File: src/design/pdu_pkg.sv
package pdu_pkg;

  // character codes
  localparam logic [7:0] CharCr  = 8'h0D;
  localparam logic [7:0] CharLf  = 8'h0A;
  localparam logic [7:0] CharDot = 8'h2E;

  // operation codes
  localparam logic OpData    = 1'b0;
  localparam logic OpRestart = 1'b1;

  // default depth of the command queue between front and back
  localparam int unsigned QueueDepth = 2;

  // one command from the classifier: optional line break, then optional byte
  typedef struct packed {
    logic       has_break;
    logic       has_byte;
    logic       msg_end;
    logic [7:0] data;
  } cmd_t;

endpackage

File: src/design/pop_dot_unstuffing_filter_core.sv
// dot unstuffing filter for multi-line mail responses
//
// input channel: in_valid_i / in_stall_o carry one transaction per cycle
// unless stalled; operation_i selects a data byte or a restart, in_byte_i
// is the raw byte. output channel: out_valid_o / out_stall_i carry one
// emitted byte per transaction, with last_of_run_o on the final byte of an
// input and message_end_o on the line feed that closes the message.
// an input gives zero to three output bytes; a held line break goes out
// as CR LF ahead of the byte that follows it.
// the first output byte of an input is read from the command queue, so it is
// registered. throughput: one input per cycle while each gives at most one
// byte and the receiver does not stall; an input giving more bytes holds the
// output side until its last byte goes, and the input side keeps going until
// the command queue (Depth entries) is full. when the receiver stalls, the
// current byte holds and the queue fills, then in_stall_o rises.
// reset clears all stuffing flags, the ended mark and the queue.
module pop_dot_unstuffing_filter_core #(
  parameter int unsigned Depth = pdu_pkg::QueueDepth
) (
  input  logic       clk_i,
  input  logic       rst_ni,
  input  logic       in_valid_i,
  output logic       in_stall_o,
  input  logic       operation_i,
  input  logic [7:0] in_byte_i,
  output logic       out_valid_o,
  input  logic       out_stall_i,
  output logic [7:0] out_byte_o,
  output logic       last_of_run_o,
  output logic       message_end_o
);
  import pdu_pkg::*;

  logic q_ready, push, pop, head_valid;
  cmd_t cmd, head;

  pdu_front u_front (
    .clk_i       (clk_i),
    .rst_ni      (rst_ni),
    .in_valid_i  (in_valid_i),
    .operation_i (operation_i),
    .in_byte_i   (in_byte_i),
    .q_ready_i   (q_ready),
    .in_stall_o  (in_stall_o),
    .push_o      (push),
    .cmd_o       (cmd)
  );

  pdu_queue #(.Depth(Depth)) u_queue (
    .clk_i        (clk_i),
    .rst_ni       (rst_ni),
    .push_i       (push),
    .cmd_i        (cmd),
    .ready_o      (q_ready),
    .pop_i        (pop),
    .head_valid_o (head_valid),
    .head_o       (head)
  );

  pdu_back u_back (
    .clk_i         (clk_i),
    .rst_ni        (rst_ni),
    .head_valid_i  (head_valid),
    .head_i        (head),
    .pop_o         (pop),
    .out_valid_o   (out_valid_o),
    .out_stall_i   (out_stall_i),
    .out_byte_o    (out_byte_o),
    .last_of_run_o (last_of_run_o),
    .message_end_o (message_end_o)
  );

endmodule

File: src/design/pdu_front.sv
module pdu_front (
  input  logic           clk_i,
  input  logic           rst_ni,
  input  logic           in_valid_i,
  input  logic           operation_i,
  input  logic [7:0]     in_byte_i,
  input  logic           q_ready_i,
  output logic           in_stall_o,
  output logic           push_o,
  output pdu_pkg::cmd_t  cmd_o
);
  import pdu_pkg::*;

  logic cr_q, cr_d;
  logic lf_q, lf_d;
  logic dot_q, dot_d;
  logic crdot_q, crdot_d;
  logic ended_q, ended_d;
  logic accept;
  cmd_t cmd;

  assign in_stall_o = !q_ready_i;
  assign accept     = in_valid_i && q_ready_i;

  // classify the byte against the stuffing flags
  always_comb begin
    cr_d    = cr_q;
    lf_d    = lf_q;
    dot_d   = dot_q;
    crdot_d = crdot_q;
    ended_d = ended_q;
    cmd     = '0;
    if (operation_i == OpRestart) begin
      cr_d    = 1'b0;
      lf_d    = 1'b0;
      dot_d   = 1'b0;
      crdot_d = 1'b0;
      ended_d = 1'b0;
    end else if (!ended_q) begin
      priority if (in_byte_i == CharCr) begin
        cr_d = 1'b1;
        if (lf_q && !dot_q) cmd.has_break = 1'b1;
        if (dot_q) crdot_d = 1'b1;
      end else if (in_byte_i == CharLf) begin
        if (cr_q) lf_d = 1'b1;
        if (crdot_q) begin
          cmd.has_break = 1'b1;
          cmd.msg_end   = 1'b1;
          ended_d       = 1'b1;
        end
      end else if (in_byte_i == CharDot) begin
        if (dot_q) begin
          cmd.has_break = 1'b1;
          cmd.has_byte  = 1'b1;
          cmd.data      = CharDot;
          cr_d          = 1'b0;
          lf_d          = 1'b0;
          dot_d         = 1'b0;
        end else if (lf_q) begin
          dot_d = 1'b1;
        end else begin
          cmd.has_byte = 1'b1;
          cmd.data     = CharDot;
        end
      end else begin
        if (cr_q && lf_q && (!dot_q || !crdot_q)) cmd.has_break = 1'b1;
        cmd.has_byte = 1'b1;
        cmd.data     = in_byte_i;
        cr_d         = 1'b0;
        lf_d         = 1'b0;
        dot_d        = 1'b0;
        crdot_d      = 1'b0;
      end
    end
  end

  assign cmd_o  = cmd;
  assign push_o = accept && (cmd.has_break || cmd.has_byte);

  // flag registers, updated per accepted transaction
  always_ff @(posedge clk_i or negedge rst_ni) begin
    if (!rst_ni) begin
      cr_q    <= 1'b0;
      lf_q    <= 1'b0;
      dot_q   <= 1'b0;
      crdot_q <= 1'b0;
      ended_q <= 1'b0;
    end else if (accept) begin
      cr_q    <= cr_d;
      lf_q    <= lf_d;
      dot_q   <= dot_d;
      crdot_q <= crdot_d;
      ended_q <= ended_d;
    end
  end

  // nothing leaves the classifier once the message has ended
  a_no_push_after_end: assert property (@(posedge clk_i) disable iff (!rst_ni)
    ended_q && operation_i == OpData |-> !push_o)
    else $error("command pushed after message end");

endmodule

File: src/design/pdu_queue.sv
module pdu_queue #(
  parameter int unsigned Depth = pdu_pkg::QueueDepth
) (
  input  logic           clk_i,
  input  logic           rst_ni,
  input  logic           push_i,
  input  pdu_pkg::cmd_t  cmd_i,
  output logic           ready_o,
  input  logic           pop_i,
  output logic           head_valid_o,
  output pdu_pkg::cmd_t  head_o
);
  import pdu_pkg::*;

  localparam int unsigned PtrW = (Depth > 1) ? $clog2(Depth) : 1;
  localparam int unsigned CntW = $clog2(Depth + 1);

  cmd_t            mem_q [Depth];
  logic [PtrW-1:0] wr_ptr_q, rd_ptr_q;
  logic [CntW-1:0] count_q;
  logic            full;

  assign full         = (count_q == CntW'(Depth));
  assign ready_o      = !full || pop_i;
  assign head_valid_o = (count_q != '0);
  assign head_o       = mem_q[rd_ptr_q];

  // storage
  always_ff @(posedge clk_i) begin
    if (push_i) mem_q[wr_ptr_q] <= cmd_i;
  end

  // pointers and fill count
  always_ff @(posedge clk_i or negedge rst_ni) begin
    if (!rst_ni) begin
      wr_ptr_q <= '0;
      rd_ptr_q <= '0;
      count_q  <= '0;
    end else begin
      if (push_i) begin
        wr_ptr_q <= (wr_ptr_q == PtrW'(Depth - 1)) ? '0 : wr_ptr_q + 1'b1;
      end
      if (pop_i) begin
        rd_ptr_q <= (rd_ptr_q == PtrW'(Depth - 1)) ? '0 : rd_ptr_q + 1'b1;
      end
      unique case ({push_i, pop_i})
        2'b10:   count_q <= count_q + 1'b1;
        2'b01:   count_q <= count_q - 1'b1;
        default: count_q <= count_q;
      endcase
    end
  end

  a_no_overflow: assert property (@(posedge clk_i) disable iff (!rst_ni)
    push_i |-> ready_o)
    else $error("queue written while full");

  a_no_underflow: assert property (@(posedge clk_i) disable iff (!rst_ni)
    pop_i |-> head_valid_o)
    else $error("queue popped while empty");

endmodule

File: src/design/pdu_back.sv
module pdu_back (
  input  logic           clk_i,
  input  logic           rst_ni,
  input  logic           head_valid_i,
  input  pdu_pkg::cmd_t  head_i,
  output logic           pop_o,
  output logic           out_valid_o,
  input  logic           out_stall_i,
  output logic [7:0]     out_byte_o,
  output logic           last_of_run_o,
  output logic           message_end_o
);
  import pdu_pkg::*;

  logic [1:0] phase_q;
  logic       beat_done;
  logic       is_cr, is_lf;

  assign is_cr = head_i.has_break && (phase_q == 2'd0);
  assign is_lf = head_i.has_break && (phase_q == 2'd1);

  // select the byte of the current beat
  always_comb begin
    if (is_cr) begin
      out_byte_o = CharCr;
    end else if (is_lf) begin
      out_byte_o = CharLf;
    end else begin
      out_byte_o = head_i.data;
    end
  end

  assign out_valid_o   = head_valid_i;
  assign last_of_run_o = head_i.has_byte ? (!head_i.has_break || phase_q == 2'd2) : is_lf;
  assign message_end_o = is_lf && head_i.msg_end;
  assign beat_done     = out_valid_o && !out_stall_i;
  assign pop_o         = beat_done && last_of_run_o;

  // beat counter within one command
  always_ff @(posedge clk_i or negedge rst_ni) begin
    if (!rst_ni) begin
      phase_q <= '0;
    end else if (beat_done) begin
      phase_q <= last_of_run_o ? 2'd0 : phase_q + 2'd1;
    end
  end

  a_cmd_held: assert property (@(posedge clk_i) disable iff (!rst_ni)
    phase_q != 2'd0 |-> head_valid_i)
    else $error("command left queue mid expansion");

  a_end_is_last: assert property (@(posedge clk_i) disable iff (!rst_ni)
    out_valid_o && message_end_o |-> last_of_run_o)
    else $error("message end not on last beat");

  a_phase_restart: assert property (@(posedge clk_i) disable iff (!rst_ni)
    pop_o |=> phase_q == 2'd0)
    else $error("beat counter not cleared after pop");

endmodule
File: config.mk
export PLATFORM = sky130hd
export DESIGN_NAME = pop_dot_unstuffing_filter_core
export DESIGN_NICKNAME = d
export VERILOG_FILES = /design/src/design/pdu_pkg.sv /design/src/design/pop_dot_unstuffing_filter_core.sv /design/src/design/pdu_front.sv /design/src/design/pdu_queue.sv /design/src/design/pdu_back.sv
export SDC_FILE = /design/constraint.sdc
export NUM_CORES = 1
export LEC_CHECK = 0
export BUFFER_PORTS_ARGS = -buffer_cell sky130_fd_sc_hd__clkbuf_2
export CORE_MARGIN = 3
export CORE_UTILIZATION = 40
export DETAILED_ROUTE_END_ITERATION = 10
export PLACE_DENSITY_LB_ADDON = 0.15
export SYNTH_ARGS = -nofsm -noshare
export SYNTH_HDL_FRONTEND = slang
export SYNTH_SLANG_ARGS = --single-unit
File: constraint.sdc
create_clock -name clk_i -period 4.5 [get_ports clk_i]
set_clock_uncertainty 0.15 [all_clocks]
set_input_delay 1.125 -clock clk_i [delete_from_list [all_inputs] [get_ports clk_i]]
set_output_delay 1.125 -clock clk_i [all_outputs]
set_load 0.02 [all_outputs]
# --- Yosys cells after proc, flatten, opt, wreduce, memory -nomap -nowiden ---
# Memories as Yosys holds them, arrays and structs flattened.
# Index checks and enable logic that the tools add are counted.
totals:
  input_bits: 13
  ram_bits: 22
  memories: 1
  word_cells: 113
  reg_bits: 11
  out_inout_bits: 12
memory_table:
  columns: ["name", "words", "width", "read_ports", "rd_clocked_by_memory_dff", "write_ports", "line_no", "rtl"]
  rows:
  - ["u_queue.mem_q", 2, 11, 1, 0, 1, "pdu_queue.sv:18", "cmd_t mem_q [Depth];"]
classes:
  add_sub_neg: 5
  muxes: 54
  n_reduce_logical: 27
  n_eq_ne: 17
ops:
  columns: ["cell", "count"]
  rows:
  - ["$mux 1", 42]
  - ["$mux 8", 5]
  - ["$mux 11", 2]
  - ["$eq 8x4->1 const B", 2]
  - ["$ne 3x2->1 const B", 4]
  - ["$logic_and 1x1->1", 10]
  - ["$mux 10", 1]
  - ["$reduce_and 5->1", 2]
  - ["$eq 8x6->1 const B", 1]
  - ["$ne 4x2->1 const B", 2]
  - ["$reduce_and 4->1", 2]
  - ["$eq 2x2->1 const B", 3]
  - ["$logic_not 1->1", 6]
  - ["$mux 6", 1]
  - ["$ne 2x2->1 const B", 3]
  - ["$add 2x1->2 const B", 2]
  - ["$eq 2x1->1 const B", 2]
  - ["$logic_or 1x1->1", 4]
  - ["$mux 2", 2]
  - ["$pmux 2 s2", 1]
  - ["$reduce_bool 2->1", 2]
  - ["$add 1x1->1 const B", 2]
  - ["$logic_not 2->1", 1]
  - ["$sub 2x1->2 const B", 1]

# --- Longest topological paths before layout ---
logic_depth:
  ltp_word: 13
  ltp_mapped: 10
  ltp_nobuf: 10

# --- Hierarchy ---
# A second synthesis with hierarchy kept.
hier_totals:
  hier_cells: 156
  area_unflattened_um2: 1854.3
modules_own_cells:
  columns: ["module", "n_inst", "seq_area_each_um2", "cells_per_inst", "area_per_inst_um2"]
  rows:
  - ["pdu_queue", 1, 760.7, 50, 984.7]
  - ["pdu_front", 1, 125.1, 74, 588.1]
  - ["pdu_back", 1, 50.0, 32, 281.5]

# --- Least setup slack after synthesis ---
# Ideal clock, no wire load.
synth_timing:
  path_type: "input to register"
  from: "input port in_byte_i[4]"
  to: "memory u_queue.mem_q[1][0] in the netlist's numbering, enable pin"
  required_ns: 3.972
  slack_ns: 1.021
  cell_stages: 6
  path_buffers: 0
  setup_ns: 0.378
  arrival_ns: 2.951
  cell_sequence: "or4b_4 or3_4 o21a_1 a31oi_2 o21ai_4 nor2_1"
synth_rtl:
  columns: ["element", "line_no", "rtl"]
  rows:
  - ["start, declared", "pop_dot_unstuffing_filter_core.sv:25", "input logic [7:0] in_byte_i,"]
  - ["end, declared", "pdu_queue.sv:18", null]

# --- Worst setup path in the final report ---
layout_timing:
  from: "register u_queue.rd_ptr_q"
  to: "output port out_byte_o[7]"
layout_via:
  elab_chain_cells: 4
  elab_cells_between_ends: 5
  classes_between: "2 x mux; 2 x reduce/logical; 1 x memory"
layout_rtl:
  columns: ["element", "line_no", "rtl"]
  rows:
  - ["start, declared", "pdu_queue.sv:19", "logic [PtrW-1:0] wr_ptr_q, rd_ptr_q;"]
  - ["start signal, assigned", "pdu_queue.sv:44", "rd_ptr_q <= (rd_ptr_q == PtrW'(Depth - 1)) ? '0 : rd_ptr_q + 1'b1;"]
  - ["$mem_v2 2x11 *", null, null]
  - ["$logic_and 1x1->1", "pdu_back.sv:20", "assign is_lf = head_i.has_break && (phase_q == 2'd1);"]
  - ["$mux 8", "pdu_back.sv:26", "end else if (is_lf) begin"]
  - ["$mux 8 *", "pdu_back.sv:24", "if (is_cr) begin"]
  - ["end, declared", "pop_dot_unstuffing_filter_core.sv:28", "output logic [7:0] out_byte_o,"]
# Mark *: on every way between the ends. The rest lies on a longest branch, timed or not.

==> metrics.md <==
| Metric | Value |
|---|---|
| Outcome | `completed` |
| Place WS | `0.9521 ns` |
| Tcrit/Tclk final | `74.33%` |
| Placed wire-length estimate | `2703 um` |
| Post-route ant nets | `0` |
| Mapped Avg Cell Area | `11.37 sq um` |
| Async set-reset flop share out of synthesis | `33.33%` |
| CP required | `3.22 ns` |
| Synthesis-to-layout area growth | `14.34%` |
| Skew-Pair Late Insertion Delay | `~0.28 ns` |
| GRT Overall Usage | `15.49%` |
| Clk root buf | `clkbuf_8` |
| Min-delay src | `u_queue.count_q[1]` |
| Unrepaired setup endpoints after global routing | `false` |
| Starting DRT DRC Count | `98` |
| Seq/Total Area, Yosys | `between 50% and 60%` |
| Worst endpoint data arrival time | `roughly 2.1 ns` |
| I/O Pins | `25` |
| CP top delay family | `flip-flops` |
| Initial antenna violation count | `0` |
| Post-synth top area share | `38.23%` |
| Cts bufs inserted | `5` |
| Die span in x | `approximately 70 um` |
| Leading cell types by total area after synthesis | `edfxtp_1 38%, dfrtp_1 16%, mux2i_1 5.2%, nor2_1 3.5%, and2_1 2.9%` |
| Worst-Margin Slew | `slightly below 0.7 ns` |
| Post-route minimum period | `3.345 ns` |
| R2R setup slack | `between 2 and 2.5 ns` |
| CTS resizes | `0` |
| Number of cells on the worst hold path | `1` |
| Crit Reg-Reg Endpoint | `u_queue.count_q[1]` |
| Most frequent cells in the layout | `24 x clkbuf_2, 22 x edfxtp_1, 16 x nor2_1, 11 x dfrtp_1` |
| Syn nets | `169` |
| IO buf count | `24` |
| Crit path kind | `reg -> out` |
| Layout cell share with drive strength beyond 1 | `about 24%` |
| CP max stage delay | `0.78 ns` |
| Peak Freq | `between 200 and 300 MHz` |
| HP Class | `reg -> reg` |
| Final Hold Viols | `0` |
| Vias in the first global route | `1189` |
| Die H | `around 72 um` |
| Hold endpoint | `u_queue.count_q[1]` |
| Post-CTS Repair Setup Buffers | `0` |
| Final Worst Setup Slack | `~1.2 ns` |
| Leakage | `~0.83 nW` |
| Largest net degree at the start of global routing | `16` |
| CP Capture Type | `primary output` |
| Worst-path fanout max | `15` |
| Clock Path Buffers | `2` |
| Crit-path cells | `mux2_2 -> nand2_1 -> nand2_1 -> nor2_1 -> clkbuf_2` |
| Initial Utilization | `a little over two fifths` |
| MaxCap Viol Count | `0` |
| Final-stage net count | `198` |
| Max IR drop VDD | `0.2147 mV` |
| TNS Setup | `0 ns` |
| GPL Wtd Cong | `~0.91` |
| Drt total wl | `3538 um` |
| Non-Filler Cell Area, Final | `1976 sq um` |
| Final slew viol count | `0` |
| Syn Inst Count | `between 150 and 200` |
| Startpoint types | `register` |
| Netlist Area Pre-Place | `around 1700 sq um` |
| Final Util | `48.35%` |
| Total congestion overflow | `0` |
| Total power | `roughly 0.0011 W` |
| ANT cells | `0` |
| Slowest-stage cell, CP | `dfrtp_1` |
| Commonest non-fill, non-tap cell in the layout | `clkbuf_2` |
| Row count | `23` |
| Cts hold-fix bufs | `0` |
| First-pass GRT wire length | `6141 um` |
| R2r startpoint | `u_queue.rd_ptr_q` |
| Die area | `a little over 5000 sq um` |
| Yosys warns | `0` |
| Total iterations of the first detailed-routing run | `4` |
| Vias | `between 1000 and 1500` |
| Worst Reg-to-Reg Cells | `7` |
| Core ar. | `about 4100 sq um` |
| WP buf/inv | `1` |
| Relative slew margins | `55.03%` |
| Vias per cell | `5.225` |
| Prevailing post-synth register cell | `edfxtp_1` |
| Number of synthesized flops with an enable pin | `22` |
| Power Dens Cells | `553.9 nW/um^2` |
| Critical path's most frequent cell | `nand2_1` |
| CTS sink cnt | `33` |
| Setup violators final | `0` |
| Htree depth | `2` |
| Cell variety after synth | `44` |
| CTS tree | `done` |
| Synthesized flop and latch total | `33` |
| Yosys top cell by area | `edfxtp_1` |
| Clk pin slew, worst setup/hold paths | `0.07 ns` |
| WL per Instance | `15.32 um` |
| Area of placed instances | `around 1900 sq um` |
| Drt drc | `0` |
-- power by group --
group,leakage [nW],switching [W],internal (W)
registers,0.346,0.0000613,0.000392
logic,0.445,0.000264,0.000176
clock network,0.0387,0.0000961,0.000104
total,0.830,0.000422,0.000672
-- state kept, by name, summed over array words and instances (netlist names) --
| name | flops |
|---|---|
| u_front.cr_q | 1 |
| u_queue.mem_q | 22 |
| u_front.crdot_q | 1 |
| u_front.lf_q | 1 |
| u_front.ended_q | 1 |
| u_front.dot_q | 1 |
| u_queue.rd_ptr_q | 1 |
| u_queue.count_q | 2 |
| u_back.phase_q | 2 |
| u_queue.wr_ptr_q | 1 |
-- synth_stat cells, types with 2 or more instances --
master,count
a211oi_1,2
a21oi_1,7
and2_1,8
and2_2,2
and3_1,2
and4b_1,2
clkbuf_1,2
dfrtp_1,11
edfxtp_1,22
ha_1,4
inv_1,7
mux2_2,2
mux2i_1,9
nand2_1,9
nand2b_1,4
nand3_1,5
nand3b_1,2
nor2_1,16
nor3_1,2
o21ai_0,7
xnor2_1,3
xor2_1,2
-- per-stage QoR --
stage	hold slack, ns	instances
2_1_floorplan	0.3066	152
3_3_place_gp	0.3215	224
3_5_place_dp	0.3626	224
4_1_cts	0.3759	231
5_1_grt	0.3863	231
6_report	0.3697	231
-- metal layers --
layer,track usage (%),share of wire (%),vias to the layer above
met5,0,0,-
met2,24.59,50,24
li1,-,-,609
met4,5.010,1.6,0
met3,4.208,4.3,5
met1,20.59,44,569
-- layout make-up --
| class | instances | area, sq um |
|---|---|---|
| tap | 50 | 62.56 |
| fill | 397 | 2111 |
| multi-input combinational | 108 | 739.5 |
| clock buffer | 6 | 72.57 |
| inverter | 7 | 26.28 |
| clock inverter | 1 | 3.754 |
| sequential | 33 | 935.9 |
| timing repair buffer | 26 | 135.1 |
-- worst max path at each step --
| stage | startpoint | end | slack [ns] | depth (start not counted) |
|---|---|---|---|---|
| after floorplan | in_byte_i[4] | u_queue.mem_q[1][0] | 1.02 | 6 |
| after global placement | in_byte_i[4] | u_queue.count_q[1] | 1.05 | 9 |
| after detailed placement | in_byte_i[4] | u_queue.count_q[1] | 0.95 | 9 |
| after CTS | u_queue.rd_ptr_q | out_byte_o[7] | 1.11 | 5 |
| after global routing | u_queue.rd_ptr_q | out_byte_o[4] | 1.0 | 5 |
| final | u_queue.rd_ptr_q | out_byte_o[7] | 1.16 | 5 |
-- worst reg2reg max path, cell delays in order (launching register included) --
cell and delay (ns):
dfrtp_1 0.78, a211oi_1 0.12, a21oi_1 0.26, a41o_2 0.33
o21ai_4 0.09, ha_1 0.32, nor2_1 0.14, xor2_1 0.18
-- cells by family after synthesis --
group,count (synthesis),share of synthesized area (%)
adder cells (fa/ha/maj),4,2.897
AND/OR/NAND/NOR,59,19.04
AO/OA/AOI/OAI,29,11.80
buffers and inverters,11,3.042
flip-flops,33,54.16
multiplexers,11,6.517
XOR/XNOR,5,2.535
No activity file was read; power rests on OpenSTA's default activity.
